==> src/hdl/amd_pkg.sv <==
package amd_pkg;

  // frame geometry
  localparam int FrameLen = 9;
  localparam logic [3:0] FRAME_LEN = 4'd9;
  localparam logic [3:0] COUNT_MAX = 4'd15;

  // control characters
  localparam logic [7:0] CH_CLEAR = 8'h61;
  localparam logic [7:0] CH_END   = 8'h62;
  localparam logic [7:0] CH_ZERO  = 8'h30;
  localparam logic [7:0] CH_ONE   = 8'h31;

  // opcodes after subtracting ascii zero
  localparam logic signed [8:0] OP_MOVE   = 9'sd1;
  localparam logic signed [8:0] OP_LEFT_A = 9'sd2;
  localparam logic signed [8:0] OP_LEFT_B = 9'sd3;
  localparam logic signed [8:0] OP_RIGHT  = 9'sd4;
  localparam logic signed [8:0] OP_WHEEL  = 9'sd5;

  // action codes
  localparam logic [2:0] ACT_NONE  = 3'd0;
  localparam logic [2:0] ACT_MOVE  = 3'd1;
  localparam logic [2:0] ACT_LEFT  = 3'd2;
  localparam logic [2:0] ACT_RIGHT = 3'd3;
  localparam logic [2:0] ACT_WHEEL = 3'd4;

  typedef logic [FrameLen-1:0][7:0] frame_t;

  // frame push from front to queue
  typedef struct packed {
    logic   valid;
    frame_t frame;
  } push_t;

  // decoded command between back stages
  typedef struct packed {
    logic signed [8:0]  op_code;
    logic [2:0]         action;
    logic signed [15:0] mag_x;
    logic signed [15:0] mag_y;
    logic               neg_x;
    logic               neg_y;
    logic               mul3;
  } cmd_t;

  // byte minus ascii zero, range -48..207
  function automatic logic signed [8:0] digit(input logic [7:0] b);
    digit = $signed({1'b0, b}) - $signed({1'b0, CH_ZERO});
  endfunction

  // three decimal digits, range -5328..22977
  function automatic logic signed [15:0] three_digits(input logic [7:0] h,
                                                      input logic [7:0] t,
                                                      input logic [7:0] u);
    logic signed [15:0] dh;
    logic signed [15:0] dt;
    logic signed [15:0] du;
    dh = 16'(digit(h));
    dt = 16'(digit(t));
    du = 16'(digit(u));
    three_digits = (dh <<< 6) + (dh <<< 5) + (dh <<< 2)
                 + (dt <<< 3) + (dt <<< 1) + du;
  endfunction

endpackage

==> src/hdl/amd_if.sv <==
interface amd_in_if;
  logic       valid;
  logic       ready;
  logic [7:0] rx_byte;

  modport source (output valid, output rx_byte, input ready);
  modport sink (input valid, input rx_byte, output ready);
endinterface

interface amd_out_if;
  logic               valid;
  logic               ready;
  logic signed [8:0]  op_code;
  logic [2:0]         action;
  logic signed [17:0] delta_x;
  logic signed [17:0] delta_y;

  modport source (output valid, output op_code, output action, output delta_x,
                  output delta_y, input ready);
  modport sink (input valid, input op_code, input action, input delta_x,
                input delta_y, output ready);
endinterface

==> src/hdl/amd_front.sv <==
module amd_front (
  input  logic              clk,
  input  logic              rst_n,
  input  logic              in_valid,
  input  logic [7:0]        in_byte,
  output logic              in_ready,
  input  logic              q_full,
  output amd_pkg::push_t    push
);

  logic [3:0]      count_r;
  logic [3:0]      count_nxt;
  amd_pkg::frame_t store_r;
  logic            take;
  logic            is_end;

  assign in_ready = !q_full;
  assign take     = in_valid && in_ready;
  assign is_end   = (in_byte == amd_pkg::CH_END) && (count_r == amd_pkg::FRAME_LEN);

  // frame end pushes a snapshot of the store
  assign push.valid = take && is_end;
  assign push.frame = store_r;

  // fill count update
  always_comb begin
    count_nxt = count_r;
    if (take) begin
      if (in_byte == amd_pkg::CH_CLEAR) begin
        count_nxt = 4'd0;
      end else if (!is_end && count_r < amd_pkg::COUNT_MAX) begin
        count_nxt = count_r + 4'd1;
      end
    end
  end

  always_ff @(posedge clk) begin
    if (!rst_n) begin
      count_r <= 4'd0;
    end else begin
      count_r <= count_nxt;
    end
  end

  // store byte at the count position, overrun bytes dropped
  always_ff @(posedge clk) begin
    for (int i = 0; i < amd_pkg::FrameLen; i++) begin
      if (take && in_byte != amd_pkg::CH_CLEAR && !is_end && count_r == 4'(i)) begin
        store_r[i] <= in_byte;
      end
    end
  end

endmodule

==> src/hdl/amd_queue.sv <==
module amd_queue (
  input  logic               clk,
  input  logic               rst_n,
  input  amd_pkg::push_t     push,
  output logic               full,
  output logic               head_valid,
  output amd_pkg::frame_t    head_frame,
  input  logic               pop
);

  amd_pkg::frame_t mem_r [2];
  logic            wr_ptr_r;
  logic            rd_ptr_r;
  logic [1:0]      level_r;
  logic [1:0]      level_nxt;
  logic            do_pop;

  assign full       = (level_r == 2'd2);
  assign head_valid = (level_r != 2'd0);
  assign head_frame = mem_r[rd_ptr_r];
  assign do_pop     = pop && head_valid;

  // occupancy
  always_comb begin
    level_nxt = level_r;
    if (push.valid && !do_pop) begin
      level_nxt = level_r + 2'd1;
    end else if (!push.valid && do_pop) begin
      level_nxt = level_r - 2'd1;
    end
  end

  always_ff @(posedge clk) begin
    if (!rst_n) begin
      wr_ptr_r <= 1'b0;
      rd_ptr_r <= 1'b0;
      level_r  <= 2'd0;
    end else begin
      level_r <= level_nxt;
      if (push.valid) begin
        wr_ptr_r <= !wr_ptr_r;
      end
      if (do_pop) begin
        rd_ptr_r <= !rd_ptr_r;
      end
    end
  end

  // frame storage
  always_ff @(posedge clk) begin
    if (push.valid) begin
      mem_r[wr_ptr_r] <= push.frame;
    end
  end

endmodule

==> src/hdl/amd_back.sv <==
module amd_back (
  input  logic              clk,
  input  logic              rst_n,
  input  logic              head_valid,
  input  amd_pkg::frame_t   head_frame,
  output logic              pop,
  output logic              out_valid,
  input  logic              out_ready,
  output logic signed [8:0] out_op_code,
  output logic [2:0]        out_action,
  output logic signed [17:0] out_delta_x,
  output logic signed [17:0] out_delta_y
);

  amd_pkg::cmd_t     dec;
  amd_pkg::cmd_t     s1_r;
  logic              s1_valid_r;
  logic              out_valid_r;
  logic              out_load;
  logic              s1_load;
  logic signed [8:0] op;
  logic signed [17:0] ext_x;
  logic signed [17:0] ext_y;
  logic signed [17:0] sx;
  logic signed [17:0] sy;
  logic signed [17:0] dx_nxt;
  logic signed [17:0] dy_nxt;
  logic signed [8:0]  op_r;
  logic [2:0]         act_r;
  logic signed [17:0] dx_r;
  logic signed [17:0] dy_r;

  assign out_load = !out_valid_r || out_ready;
  assign s1_load  = !s1_valid_r || out_load;
  assign pop      = head_valid && s1_load;

  // opcode decode and digit sums
  always_comb begin
    op        = amd_pkg::digit(head_frame[0]);
    dec       = '0;
    dec.op_code = op;
    unique case (op) inside
      amd_pkg::OP_MOVE: begin
        dec.action = amd_pkg::ACT_MOVE;
        dec.mag_x  = amd_pkg::three_digits(head_frame[2], head_frame[3], head_frame[4]);
        dec.mag_y  = amd_pkg::three_digits(head_frame[6], head_frame[7], head_frame[8]);
        dec.neg_x  = (head_frame[1] == amd_pkg::CH_ZERO);
        dec.neg_y  = (head_frame[5] == amd_pkg::CH_ZERO);
        dec.mul3   = 1'b1;
      end
      amd_pkg::OP_LEFT_A, amd_pkg::OP_LEFT_B: begin
        dec.action = amd_pkg::ACT_LEFT;
      end
      amd_pkg::OP_RIGHT: begin
        dec.action = amd_pkg::ACT_RIGHT;
      end
      amd_pkg::OP_WHEEL: begin
        dec.action = amd_pkg::ACT_WHEEL;
        dec.mag_x  = amd_pkg::three_digits(head_frame[2], head_frame[3], head_frame[4]);
        dec.neg_x  = (head_frame[1] == amd_pkg::CH_ONE);
      end
      default: begin
        dec.action = amd_pkg::ACT_NONE;
      end
    endcase
  end

  // scale and sign
  always_comb begin
    ext_x  = {{2{s1_r.mag_x[15]}}, s1_r.mag_x};
    ext_y  = {{2{s1_r.mag_y[15]}}, s1_r.mag_y};
    sx     = s1_r.mul3 ? (ext_x <<< 1) + ext_x : ext_x;
    sy     = s1_r.mul3 ? (ext_y <<< 1) + ext_y : ext_y;
    dx_nxt = s1_r.neg_x ? -sx : sx;
    dy_nxt = s1_r.neg_y ? -sy : sy;
  end

  // stage valids
  always_ff @(posedge clk) begin
    if (!rst_n) begin
      s1_valid_r  <= 1'b0;
      out_valid_r <= 1'b0;
    end else begin
      if (s1_load) begin
        s1_valid_r <= head_valid;
      end
      if (out_load) begin
        out_valid_r <= s1_valid_r;
      end
    end
  end

  // stage payloads
  always_ff @(posedge clk) begin
    if (pop) begin
      s1_r <= dec;
    end
    if (out_load && s1_valid_r) begin
      op_r  <= s1_r.op_code;
      act_r <= s1_r.action;
      dx_r  <= dx_nxt;
      dy_r  <= dy_nxt;
    end
  end

  assign out_valid   = out_valid_r;
  assign out_op_code = op_r;
  assign out_action  = act_r;
  assign out_delta_x = dx_r;
  assign out_delta_y = dy_r;

endmodule

==> src/hdl/ascii_mouse_command_deframer.sv <==
// ascii mouse command deframer
// in_if carries one ascii byte per word (rx_byte). the byte 'a' clears the
// frame; any other byte is stored at the fill position. 'b' with exactly
// nine bytes stored ends a frame and issues one command word; a repeated
// 'b' reissues the same frame. bytes past nine are dropped until 'a'.
// out_if carries op_code, action (0 none, 1 move, 2 left, 3 right,
// 4 wheel), delta_x and delta_y; unused deltas are zero.
// throughput: one byte per cycle while the frame queue is not full,
// including back to back frame ends. a command word passes from the
// queue through one decode stage and one output register.
// a two-frame queue sits between the byte front end and the decoder, so
// in_if.ready drops only when that queue is full; a stalled out_if holds
// its word and fills the decode stage and queue before the input stalls.
// reset (rst_n low, synchronous) clears the fill count, the queue and the
// output valid; stored frame bytes are not cleared.
module ascii_mouse_command_deframer (
  input  logic     clk,
  input  logic     rst_n,
  amd_in_if.sink   in_if,
  amd_out_if.source out_if
);

  amd_pkg::push_t  push;
  logic            q_full;
  logic            head_valid;
  amd_pkg::frame_t head_frame;
  logic            pop;

  // byte front end
  amd_front u_front (
    .clk      (clk),
    .rst_n    (rst_n),
    .in_valid (in_if.valid),
    .in_byte  (in_if.rx_byte),
    .in_ready (in_if.ready),
    .q_full   (q_full),
    .push     (push)
  );

  // frame queue
  amd_queue u_queue (
    .clk        (clk),
    .rst_n      (rst_n),
    .push       (push),
    .full       (q_full),
    .head_valid (head_valid),
    .head_frame (head_frame),
    .pop        (pop)
  );

  // command decoder
  amd_back u_back (
    .clk         (clk),
    .rst_n       (rst_n),
    .head_valid  (head_valid),
    .head_frame  (head_frame),
    .pop         (pop),
    .out_valid   (out_if.valid),
    .out_ready   (out_if.ready),
    .out_op_code (out_if.op_code),
    .out_action  (out_if.action),
    .out_delta_x (out_if.delta_x),
    .out_delta_y (out_if.delta_y)
  );

endmodule

==> src/flat_wrapper.sv <==
// flat-port wrapper written by rule: the top's interface ports become plain ports
module ascii_mouse_command_deframer_flat 
  (clk, rst_n, in_if_valid, in_if_rx_byte, in_if_ready, out_if_valid, out_if_op_code, out_if_action, out_if_delta_x, out_if_delta_y, out_if_ready);
  amd_in_if in_if_i ();
  amd_out_if out_if_i ();
  input  logic clk;
  input  logic rst_n;
  input wire logic [$bits(in_if_i.valid)-1:0] in_if_valid;
  input wire logic [$bits(in_if_i.rx_byte)-1:0] in_if_rx_byte;
  output wire logic [$bits(in_if_i.ready)-1:0] in_if_ready;
  output wire logic [$bits(out_if_i.valid)-1:0] out_if_valid;
  output wire logic [$bits(out_if_i.op_code)-1:0] out_if_op_code;
  output wire logic [$bits(out_if_i.action)-1:0] out_if_action;
  output wire logic [$bits(out_if_i.delta_x)-1:0] out_if_delta_x;
  output wire logic [$bits(out_if_i.delta_y)-1:0] out_if_delta_y;
  input wire logic [$bits(out_if_i.ready)-1:0] out_if_ready;
  assign in_if_i.valid = in_if_valid;
  assign in_if_i.rx_byte = in_if_rx_byte;
  assign in_if_ready = in_if_i.ready;
  assign out_if_valid = out_if_i.valid;
  assign out_if_op_code = out_if_i.op_code;
  assign out_if_action = out_if_i.action;
  assign out_if_delta_x = out_if_i.delta_x;
  assign out_if_delta_y = out_if_i.delta_y;
  assign out_if_i.ready = out_if_ready;
  ascii_mouse_command_deframer u_core (.clk(clk), .rst_n(rst_n), .in_if(in_if_i), .out_if(out_if_i));
endmodule
==> config.mk <==
export PLATFORM = sky130hd
export DESIGN_NAME = ascii_mouse_command_deframer_flat
export DESIGN_NICKNAME = d
export VERILOG_FILES = /design/src/hdl/amd_pkg.sv /design/src/hdl/amd_if.sv /design/src/hdl/amd_front.sv /design/src/hdl/amd_queue.sv /design/src/hdl/amd_back.sv /design/src/hdl/ascii_mouse_command_deframer.sv /design/src/flat_wrapper.sv
export SDC_FILE = /design/constraint.sdc
export NUM_CORES = 1
export LEC_CHECK = 0
export ABC_CLOCK_PERIOD_IN_PS = 13080
export CORE_ASPECT_RATIO = 1.2
export CORE_MARGIN = 4
export CORE_UTILIZATION = 40
export DETAILED_ROUTE_END_ITERATION = 8
export DONT_BUFFER_PORTS = 1
export GPL_TIMING_DRIVEN = 1
export HOLD_SLACK_MARGIN = 0.05
export PLACE_DENSITY = 0.52
export SLEW_MARGIN = 20
export SYNTH_ARGS = -nofsm -noshare
export SYNTH_HDL_FRONTEND = slang
export SYNTH_SLANG_ARGS = --single-unit
==> constraint.sdc <==
create_clock -name clk -period 13.08 [get_ports clk]
set_clock_uncertainty 0.2 [all_clocks]
set_input_delay 0.654 -clock clk [delete_from_list [all_inputs] [get_ports clk]]
set_output_delay 0.654 -clock clk [all_outputs]
set_load 0.01 [all_outputs]
==> flow_metrics.env, run 1 <==
export IMPL_cts_buffers=35
export IMPL_rsz0062_at_grt="no"
export IMPL_worstMarginPinSlew_ps=1060
export IMPL_synth_compound_area_frac=0.0790
export IMPL_wl_mm=30.4
export IMPL_clk_pin_slew_ps=60
export IMPL_viasPerCell=4.92
export IMPL_dp_hpwl_mm=21.4
export IMPL_synthArstFlopShare=0
export IMPL_synth_edf_count=311
export IMPL_seq_area_frac_synth=0.558
export IMPL_vdd_ir_drop_max_uv=147
export IMPL_cp_start_kind="register"
export IMPL_final_hold_violation_count=0
export IMPL_syn_instance_count=1287
export IMPL_core_rowCount=82
export IMPL_cp_common_cell="inv_1"
export IMPL_worstHoldPathType="input port to register"
export IMPL_clock_path_buffers=3
export IMPL_grt_pass1_vias=9437
export IMPL_post_route_util=0.452
export IMPL_crit_path_max_fanout=43
export IMPL_io_buffers=0
export IMPL_grt_pass1_wl_mm=49.8
export IMPL_syn_cell_area_um2=17100
export IMPL_n_antenna_cell=0
export IMPL_synth_top_family_by_area="adder cells"
export IMPL_ys_ff_latch=322
export IMPL_die_y_um=235
export IMPL_max_slew_margin=0.290
export IMPL_ys_top_cells_by_area="edfxtp_1 55%, fa_1 8.2%, ha_1 6.7%, xnor2_1 3.2%, inv_1 2.7%"
export IMPL_design_area_um2=19000
export IMPL_ant_nets=0
export IMPL_outcome="complete, no violations"
export IMPL_synth_largest_area_cell="edfxtp_1"
export IMPL_routedWlPerCell_um=16.1
export IMPL_avgSynthCellArea_um2=13.3
export IMPL_syn2layout_area_growth_pct=10.9
export IMPL_final_min_clock_period_ps=6170
export IMPL_critPathBufInv=6
export IMPL_synth_distinct_cells=80
export IMPL_slew_violations=0
export IMPL_cpMaxStageDelayCell="dfxtp_4"
export IMPL_fin_setup_tns_ps=0
export IMPL_synth_warnings=0
export IMPL_cts_resized=0
export IMPL_synth_mux_area_frac=0.0397
export IMPL_cp_end_kind="register"
export IMPL_drcViolationCount=0
export IMPL_synthFlopType="edfxtp_1"
export IMPL_layout_drive_gt1_share=0.0896
export IMPL_clock_fmax_mhz=162
export IMPL_netlist_area_leader_share=0.545
export IMPL_worstPathCellList="buf_4 > mux2i_1 > inv_1 > and2_1 > or3_1 > a21oi_1 > a21oi_1 > fa_1 > inv_1 > fa_1 > inv_1 > fa_1 > inv_1 > ha_1 > inv_1 > o21bai_1 > a21oi_1 > o21bai_1 > a21oi_1 > o21ai_0 > xnor2_1 > nor2_1"
export IMPL_die_area_um2=46200
export IMPL_synth_most_common_cell="edfxtp_1"
export IMPL_max_cap_violations=0
export IMPL_setup_viol=0
export IMPL_place_area_um2=17800
export IMPL_clockRootBuffer="clkbuf_16"
export IMPL_ff_latch_area_um2=9560
export IMPL_criticalPathCategory="register to register"
export IMPL_gr_total_overflow=0
export IMPL_gp_congestion=0.856
export IMPL_multi_input_area_um2=6980
export IMPL_htreeDepth=2
export IMPL_die_w_um=197
export IMPL_nNetsFinal=1489
export IMPL_grt_max_degree=73
export IMPL_fill_cells=3804
export IMPL_synth_adder_area_share=0.149
export IMPL_fin_crit_sh=0.472
export IMPL_cpPeakStageDelay_ps=760
export IMPL_powerDensity_nw_per_um2=279
export IMPL_synth_top_cells_by_count="311 x edfxtp_1, 125 x inv_1, 95 x nor2_1"
export IMPL_syn_nets=1461
export IMPL_cts_sinks=322
export IMPL_grtUsageTotal=0.133
export IMPL_critical_path_top_delay_family="adder cells"
export IMPL_clock_latency_ps=550
export IMPL_core_area_um2=42100
export IMPL_crit_arrival_ps=6250
export IMPL_cts_tree="yes"
export IMPL_p_leak_nw=7.03
export IMPL_synth_simple_gate_area_frac=0.0839
export IMPL_io_pins=62
export IMPL_synth_xor_area_share=0.0552
export IMPL_start_util=0.407
export IMPL_grt_antenna_before_repair=0
export IMPL_via_count=9272
export IMPL_drt_first_pass_iters=4
export IMPL_drtIter0Drc=336
export IMPL_crit_required_ps=13160
-- final timing paths --
check                                       startpoint                            to  slack (ps)  depth (start not counted)
worst max-delay path                          register       u_core.u_back.ext_x[14]        6910                         22
worst min-delay path                             rst_n     u_core.u_front.count_r[2]         100                          2
worst max register to register                register       u_core.u_back.ext_x[14]        6910                         22
worst min register to register  u_core.u_back.s1_r[41]  u_core.u_back.out_op_code[3]         220                          0
-- per-stage QoR --
step / setup slack [ps] / hold slack (ps) / instances / power [mW]
floorplan: 5910 / 200 / 1287 / 3.89
global placement: 6640 / 212 / 1815 / 4.36
detailed placement: 6560 / 209 / 1815 / 4.38
CTS: 6530 / 58.2 / 1886 / 5.39
global route: 6380 / 83.1 / 1886 / 5.84
finish: 6910 / 101 / 1886 / 5.30
-- where the power goes --
group          switching [mW]  leakage (nW)  internal (mW)
combinational            1.55          3.54           1.25
sequential              0.150          2.94           1.38
clock                   0.406         0.550          0.562
-- flip-flops by register name, indices dropped and copies added (netlist names), 2 cells and up, named ones only --
name / cells
u_core.u_queue.mem_r: 144
u_core.u_front.push: 72
u_core.u_back.out_delta_x: 18
u_core.u_back.out_delta_y: 18
u_core.u_back.ext_x: 16
u_core.u_back.ext_y: 16
u_core.u_back.s1_r: 15
u_core.u_back.out_op_code: 9
u_core.u_front.count_r: 4
u_core.u_back.out_action: 3
u_core.u_queue.level_r: 2
-- cell families after synthesis --
logic type                 count (synthesis)
muxes                                     65
AOI/OAI and AO/OA                        194
and+or+nand+nor                          285
xor gates and xnor gates                 108
buffers and inverters                    151
adders and majority gates                162
DFF                                      322
-- per-layer routing --
layer  track usage  vias to the layer above  part of all wire
met3        0.0256                       44             0.036
met5             0                        -                 0
li1              -                     4661                 -
met1         0.179                     4443              0.46
met4        0.0404                        0             0.022
met2         0.218                      124              0.48
-- worst register-to-register path: stages, from the launching register on --
cell	delay, ps
dfxtp_4	760
buf_4	590
mux2i_1	380
inv_1	150
and2_1	210
or3_1	300
a21oi_1	150
a21oi_1	120
fa_1	580
inv_1	50
fa_1	470
inv_1	60
fa_1	530
inv_1	40
ha_1	290
inv_1	90
o21bai_1	70
a21oi_1	220
o21bai_1	100
a21oi_1	210
o21ai_0	140
xnor2_1	150
nor2_1	50
-- cell usage in the layout (no fill, tap or decap), types with 9 or more instances in the layout --
cell type,synthesis,final
edfxtp_1,311,311
dfxtp_1,11,10
and2_1,31,30
ha_1,92,92
o21ai_0,41,41
clkbuf_16,0,35
dlygate4sd3_1,0,9
nor2b_1,13,12
xnor2_1,62,62
nor3_1,23,22
mux2_2,20,20
nor2_1,95,94
mux2i_1,44,44
xor2_1,46,46
inv_1,125,124
nand2_1,52,52
fa_1,70,70
o21bai_1,9,9
a21oi_1,48,48
a21o_1,12,12
-- area by class of cell --
class | instances | share of cell area
clock inverter | 21 | 0.0132
inverter | 126 | 0.0249
multi-input combinational | 814 | 0.368
clock buffer | 41 | 0.0473
sequential | 322 | 0.503
timing repair buffer | 16 | 0.00751
tap | 546 | 0.0360
-- timing repair --
| item | in CTS | in global routing |
|---|---|---|
| endpoints found under the hold margin | 81 | 0 |
| hold buffers | 9 | 0 |
| setup endpoints to repair | 0 | 0 |
| setup buffers | 0 | 0 |
Power figures use the tool's default switching activity.
==> run 2: changes to the inputs <==
--- a/config.mk
+++ b/config.mk
@@ -5,7 +5,7 @@
 export SDC_FILE = /design/constraint.sdc
 export NUM_CORES = 1
 export LEC_CHECK = 0
-export ABC_CLOCK_PERIOD_IN_PS = 13080
+export ABC_CLOCK_PERIOD_IN_PS = 5800
 export CORE_ASPECT_RATIO = 1.2
 export CORE_MARGIN = 4
 export CORE_UTILIZATION = 40
==> constraint.sdc (replaced) <==
create_clock -name clk -period 5.8 [get_ports clk]
set_clock_uncertainty 0.2 [all_clocks]
set_input_delay 0.29 -clock clk [delete_from_list [all_inputs] [get_ports clk]]
set_output_delay 0.29 -clock clk [all_outputs]
set_load 0.01 [all_outputs]
==> run 2 against run 1 <==
Effect of this change: sequential share of layout area fell by 0.43 points; worst hold slack improved by 12 ps; core utilization up 0.39 points; sequential cell count stayed put; fmax increased by 16%; die area stayed put; register-to-register slack worse by 6400 ps; power is 130% higher; highest routed layer unchanged.
==> flow_metrics.env, run 2 (same netlist as run 1, synthesis figures left out) <==
export IMPL_clock_latency_ps=540
export IMPL_io_buffers=0
export IMPL_ant_nets=0
export IMPL_worstHoldPathType="input port to register"
export IMPL_cts_resized=0
export IMPL_htreeDepth=2
export IMPL_slew_violations=0
export IMPL_largest_reg_flops=144
export IMPL_max_slew_margin=0.373
export IMPL_wl_mm=30.7
export IMPL_n_antenna_cell=0
export IMPL_crit_arrival_ps=5380
export IMPL_cts_tree="yes"
export IMPL_viasPerCell=4.90
export IMPL_layout_commonest_cell="edfxtp_1"
export IMPL_cp_end_kind="register"
export IMPL_grt_max_degree=68
export IMPL_via_count=9342
export IMPL_rsz0062_at_grt="no"
export IMPL_ff_latch_area_um2=9560
export IMPL_setup_viol=0
export IMPL_fin_setup_tns_ps=0
export IMPL_crit_path_max_fanout=14
export IMPL_io_pins=62
export IMPL_drtIter0Drc=315
export IMPL_final_cell_mix="311 x edfxtp_1, 124 x inv_1, 95 x nor2_1, 92 x ha_1, 70 x fa_1"
export IMPL_clk_pin_slew_ps=60
export IMPL_drcViolationCount=0
export IMPL_cts_sinks=322
export IMPL_die_y_um=235
export IMPL_outcome="complete, no violations"
export IMPL_grt_pass1_wl_mm=50.6
export IMPL_crit_required_ps=5870
export IMPL_grt_antenna_before_repair=0
export IMPL_clockRootBuffer="clkbuf_16"
export IMPL_core_area_um2=42100
export IMPL_layout_drive_gt1_share=0.0963
export IMPL_core_rowCount=82
export IMPL_fill_cells=3873
export IMPL_syn2layout_area_growth_pct=11.8
export IMPL_max_cap_violations=0
export IMPL_dp_hpwl_mm=22.3
export IMPL_cts_buffers=36
export IMPL_multi_input_area_um2=6990
export IMPL_die_w_um=197
export IMPL_gp_congestion=0.832
export IMPL_grt_pass1_vias=9716
export IMPL_start_util=0.407
export IMPL_powerDensity_nw_per_um2=628
export IMPL_p_leak_nw=7.13
export IMPL_criticalPathCategory="register to register"
export IMPL_worstMarginPinSlew_ps=941
export IMPL_cp_start_kind="register"
export IMPL_holdWs_ps=113
export IMPL_gr_total_overflow=0
export IMPL_regMostFlops="u_core.u_queue.mem_r"
export IMPL_die_area_um2=46200
export IMPL_final_hold_violation_count=0
export IMPL_clock_fmax_mhz=188
export IMPL_final_min_clock_period_ps=5310
export IMPL_vdd_ir_drop_max_uv=297
export IMPL_grtUsageTotal=0.135
export IMPL_clock_path_buffers=3
export IMPL_drt_first_pass_iters=4
export IMPL_routedWlPerCell_um=16.1
export IMPL_nNetsFinal=1507
export IMPL_fin_crit_sh=0.916
export IMPL_total_power_mw=12.0
-- run 2: worst paths after layout --
check,start,end,slack [ps],cells past startpoint
min reg2reg,u_core.u_back.s1_r[39],u_core.u_back.out_op_code[1],220,0
max,register,u_core.u_back.ext_y[15],490,19
min,in_if_rx_byte[1],u_core.u_queue.mem_r[0][3],110,3
max reg2reg,register,u_core.u_back.ext_y[15],490,19
-- run 2: final cells by class --
cell class	instances	area share
flip-flops and latches	322	0.499
multi-input cells	814	0.365
clock buffers	40	0.0489
well taps	546	0.0357
inverters	126	0.0247
repair buffers	33	0.0147
clock inverters	25	0.0121
-- run 2: power breakdown --
group / internal [mW] / switching [mW] / total (mW) / leakage, nW
registers: 3.10 / 0.317 / 3.42 / 2.94
clock network: 1.35 / 0.885 / 2.23 / 0.564
logic: 2.86 / 3.53 / 6.38 / 3.62
total: 7.30 / 4.73 / 12.0 / 7.13
-- run 2: timing repair --
action                     4_1_cts  5_1_grt
hold endpoints to repair        94        0
hold buffers                    12        0
setup buffers                    0        1
setup endpoints to repair        0        1
-- run 2: metal layers --
layer  track usage  share of wire  vias up
li1              -              -     4715
met1         0.175           0.46     4442
met2         0.228           0.48      132
met3        0.0248          0.032       53
met4        0.0435          0.024        0
met5             0              0        -
-- run 2: through the flow --
stage | std cells | util | setup WS [ps] | cell area, um^2
5_1_grt | 1906 | 0.455 | 60.4 | 19200
2_1_floorplan | 1287 | - | 43.3 | 17100
6_report | 1906 | 0.455 | 488 | 19200
3_3_place_gp | 1828 | 0.425 | 463 | 17900
4_1_cts | 1905 | 0.455 | 345 | 19100
3_5_place_dp | 1828 | 0.425 | 365 | 17900
-- run 2: critical path: stages, from the launching register on --
cell and delay, ps:
dfxtp_4 500, buf_4 230, mux2i_1 330, inv_1 120, ha_1 240, nor2_1 280, inv_1 140, fa_1 520
inv_1 50, fa_1 490, inv_1 50, fa_1 520, inv_1 40, ha_1 330, and2_1 170, o21ai_0 130
o21ai_0 140, o41ai_1 340, xnor2_1 160, nor2_1 50
==> run 3: changes to the inputs <==
--- a/config.mk
+++ b/config.mk
@@ -6,7 +6,6 @@
 export NUM_CORES = 1
 export LEC_CHECK = 0
 export ABC_CLOCK_PERIOD_IN_PS = 5800
-export CORE_ASPECT_RATIO = 1.2
 export CORE_MARGIN = 4
 export CORE_UTILIZATION = 40
 export DETAILED_ROUTE_END_ITERATION = 8
==> run 3 against run 2 <==
Effect of this change: worst hold slack worse by 22 ps; sequential cell count stayed put; critical path depth stayed put; count of clock-buffer cells in the layout is 2 higher; critical path type unchanged; first-iteration DRC count is 27% higher; routed wire length is 0.54% lower; highest routed layer unchanged; critical endpoint unchanged.
==> flow_metrics.env, run 3 (same netlist as run 1, synthesis figures left out) <==
export IMPL_layout_commonest_cell="edfxtp_1"
export IMPL_layout_drive_gt1_share=0.0992
export IMPL_dp_hpwl_mm=21.6
export IMPL_die_y_um=215
export IMPL_grt_max_degree=50
export IMPL_drt_first_pass_iters=4
export IMPL_setup_viol=0
export IMPL_final_hold_violation_count=0
export IMPL_nNetsFinal=1508
export IMPL_outcome="complete, no violations"
export IMPL_multi_input_area_um2=6990
export IMPL_drtIter0Drc=400
export IMPL_p_leak_nw=7.16
export IMPL_n_antenna_cell=0
export IMPL_grtUsageTotal=0.131
export IMPL_slew_violations=0
export IMPL_criticalPathCategory="register to register"
export IMPL_cts_sinks=322
export IMPL_io_pins=62
export IMPL_grt_pass1_wl_mm=49.7
export IMPL_worstPathCellList="buf_4 > mux2i_1 > inv_1 > ha_1 > nor2_1 > inv_1 > fa_1 > inv_1 > fa_1 > inv_1 > fa_1 > inv_1 > ha_1 > and2_1 > o21ai_0 > o21ai_0 > o41ai_1 > xnor2_1 > nor2_1"
export IMPL_fin_setup_tns_ps=0
export IMPL_cp_start_kind="register"
export IMPL_crit_path_max_fanout=16
export IMPL_holdWs_ps=91.2
export IMPL_die_area_um2=46200
export IMPL_fin_ws_ps=470
export IMPL_ant_nets=0
export IMPL_start_util=0.407
export IMPL_critPathBufInv=6
export IMPL_io_buffers=0
export IMPL_cts_tree="yes"
export IMPL_min_from="in_if_valid"
export IMPL_clockRootBuffer="clkbuf_16"
export IMPL_cts_buffers=35
export IMPL_max_cap_violations=0
export IMPL_die_w_um=215
export IMPL_dpl_worst_slack_ps=323
export IMPL_core_area_um2=42100
export IMPL_post_route_util=0.455
export IMPL_fin_crit_sh=0.919
export IMPL_routedWlPerCell_um=16.1
export IMPL_cpMaxStageDelayCell="dfxtp_4"
export IMPL_r2r_end="u_core.u_back.ext_y[15]"
export IMPL_regMostFlops="u_core.u_queue.mem_r"
export IMPL_clock_path_buffers=3
export IMPL_final_min_clock_period_ps=5330
export IMPL_htreeDepth=2
export IMPL_cp_common_cell="inv_1"
export IMPL_viasPerCell=4.90
export IMPL_cts_resized=0
export IMPL_place_area_um2=17900
export IMPL_clock_fmax_mhz=188
export IMPL_cp_end_kind="register"
export IMPL_grt_pass1_vias=9475
export IMPL_reg2reg_slack_ps=470
export IMPL_critical_path_top_delay_family="adder cells"
export IMPL_rsz0062_at_grt="no"
export IMPL_holdPathEnd="u_core.u_front.count_r[1]"
export IMPL_cpPeakStageDelay_ps=550
export IMPL_powerDensity_nw_per_um2=628
export IMPL_total_power_mw=12.1
export IMPL_design_area_um2=19200
export IMPL_dp_cells=1823
export IMPL_final_cell_mix="311 x edfxtp_1, 124 x inv_1, 95 x nor2_1, 92 x ha_1, 70 x fa_1"
export IMPL_holdPathStages=5
export IMPL_syn2layout_area_growth_pct=12.0
export IMPL_largest_reg_flops=144
export IMPL_ff_latch_area_um2=9560
export IMPL_grt_antenna_before_repair=0
export IMPL_crit_arrival_ps=5400
export IMPL_wl_mm=30.5
export IMPL_gp_congestion=0.837
export IMPL_worstHoldPathType="input port to register"
export IMPL_max_slew_margin=0.409
export IMPL_vdd_ir_drop_max_uv=282
export IMPL_fin_cells=1900
export IMPL_crit_required_ps=5870
export IMPL_fill_cells=3739
export IMPL_gr_total_overflow=0
export IMPL_core_rowCount=75
export IMPL_via_count=9309
export IMPL_drcViolationCount=0
export IMPL_reg2reg_depth=19
export IMPL_clock_latency_ps=530
export IMPL_worstMarginPinSlew_ps=887
export IMPL_clk_pin_slew_ps=60
==> run 3: worst max path at each step <==
stage | slack [ps] | start | to | cells after the start
CTS | 310 | register | u_core.u_back.ext_y[15] | 19
detailed placement | 320 | register | u_core.u_back.ext_y[15] | 19
floorplan | 40 | register | u_core.u_back.ext_x[14] | 23
finish | 470 | register | u_core.u_back.ext_y[15] | 19
global route | 70 | register | u_core.u_back.ext_y[14] | 20
global placement | 410 | register | u_core.u_back.ext_y[15] | 19
==> run 3: final cells by class <==
| type | instances | area share |
|---|---|---|
| Sequential cell | 322 | 0.498 |
| Tap cell | 539 | 0.0351 |
| Timing Repair Buffer | 35 | 0.0163 |
| Clock buffer | 42 | 0.0470 |
| Inverter | 126 | 0.0247 |
| Clock inverter | 22 | 0.0143 |
| Multi-Input combinational cell | 814 | 0.364 |
==> run 3: metal layers <==
metal  vias up  routed length (um)  track usage  share of wire
met1      4423               14800        0.184           0.48
met3        40                1200       0.0267          0.039
met4         0                 569       0.0333          0.019
li1       4708                   -            -              -
met2       138               14000        0.211           0.46
met5         -                   0            0              0
==> run 3: repair_timing <==
action / 4_1_cts / 5_1_grt
endpoints found under the hold margin: 83 / 0
hold buffers: 12 / 0
endpoints found under the setup margin: 0 / 2
buffers inserted: 0 / 1
==> run 3: worst register-to-register path: stages, from the launching register on <==
cell	delay, ps
dfxtp_4	550
buf_4	250
mux2i_1	320
inv_1	120
ha_1	230
nor2_1	280
inv_1	140
fa_1	520
inv_1	50
fa_1	490
inv_1	50
fa_1	530
inv_1	40
ha_1	330
and2_1	170
o21ai_0	120
o21ai_0	130
o41ai_1	320
xnor2_1	170
nor2_1	50
==> run 3: report_power, final <==
group | internal (mW) | switching, mW
clock | 1.35 | 0.876
sequential | 3.10 | 0.318
combinational | 2.87 | 3.53
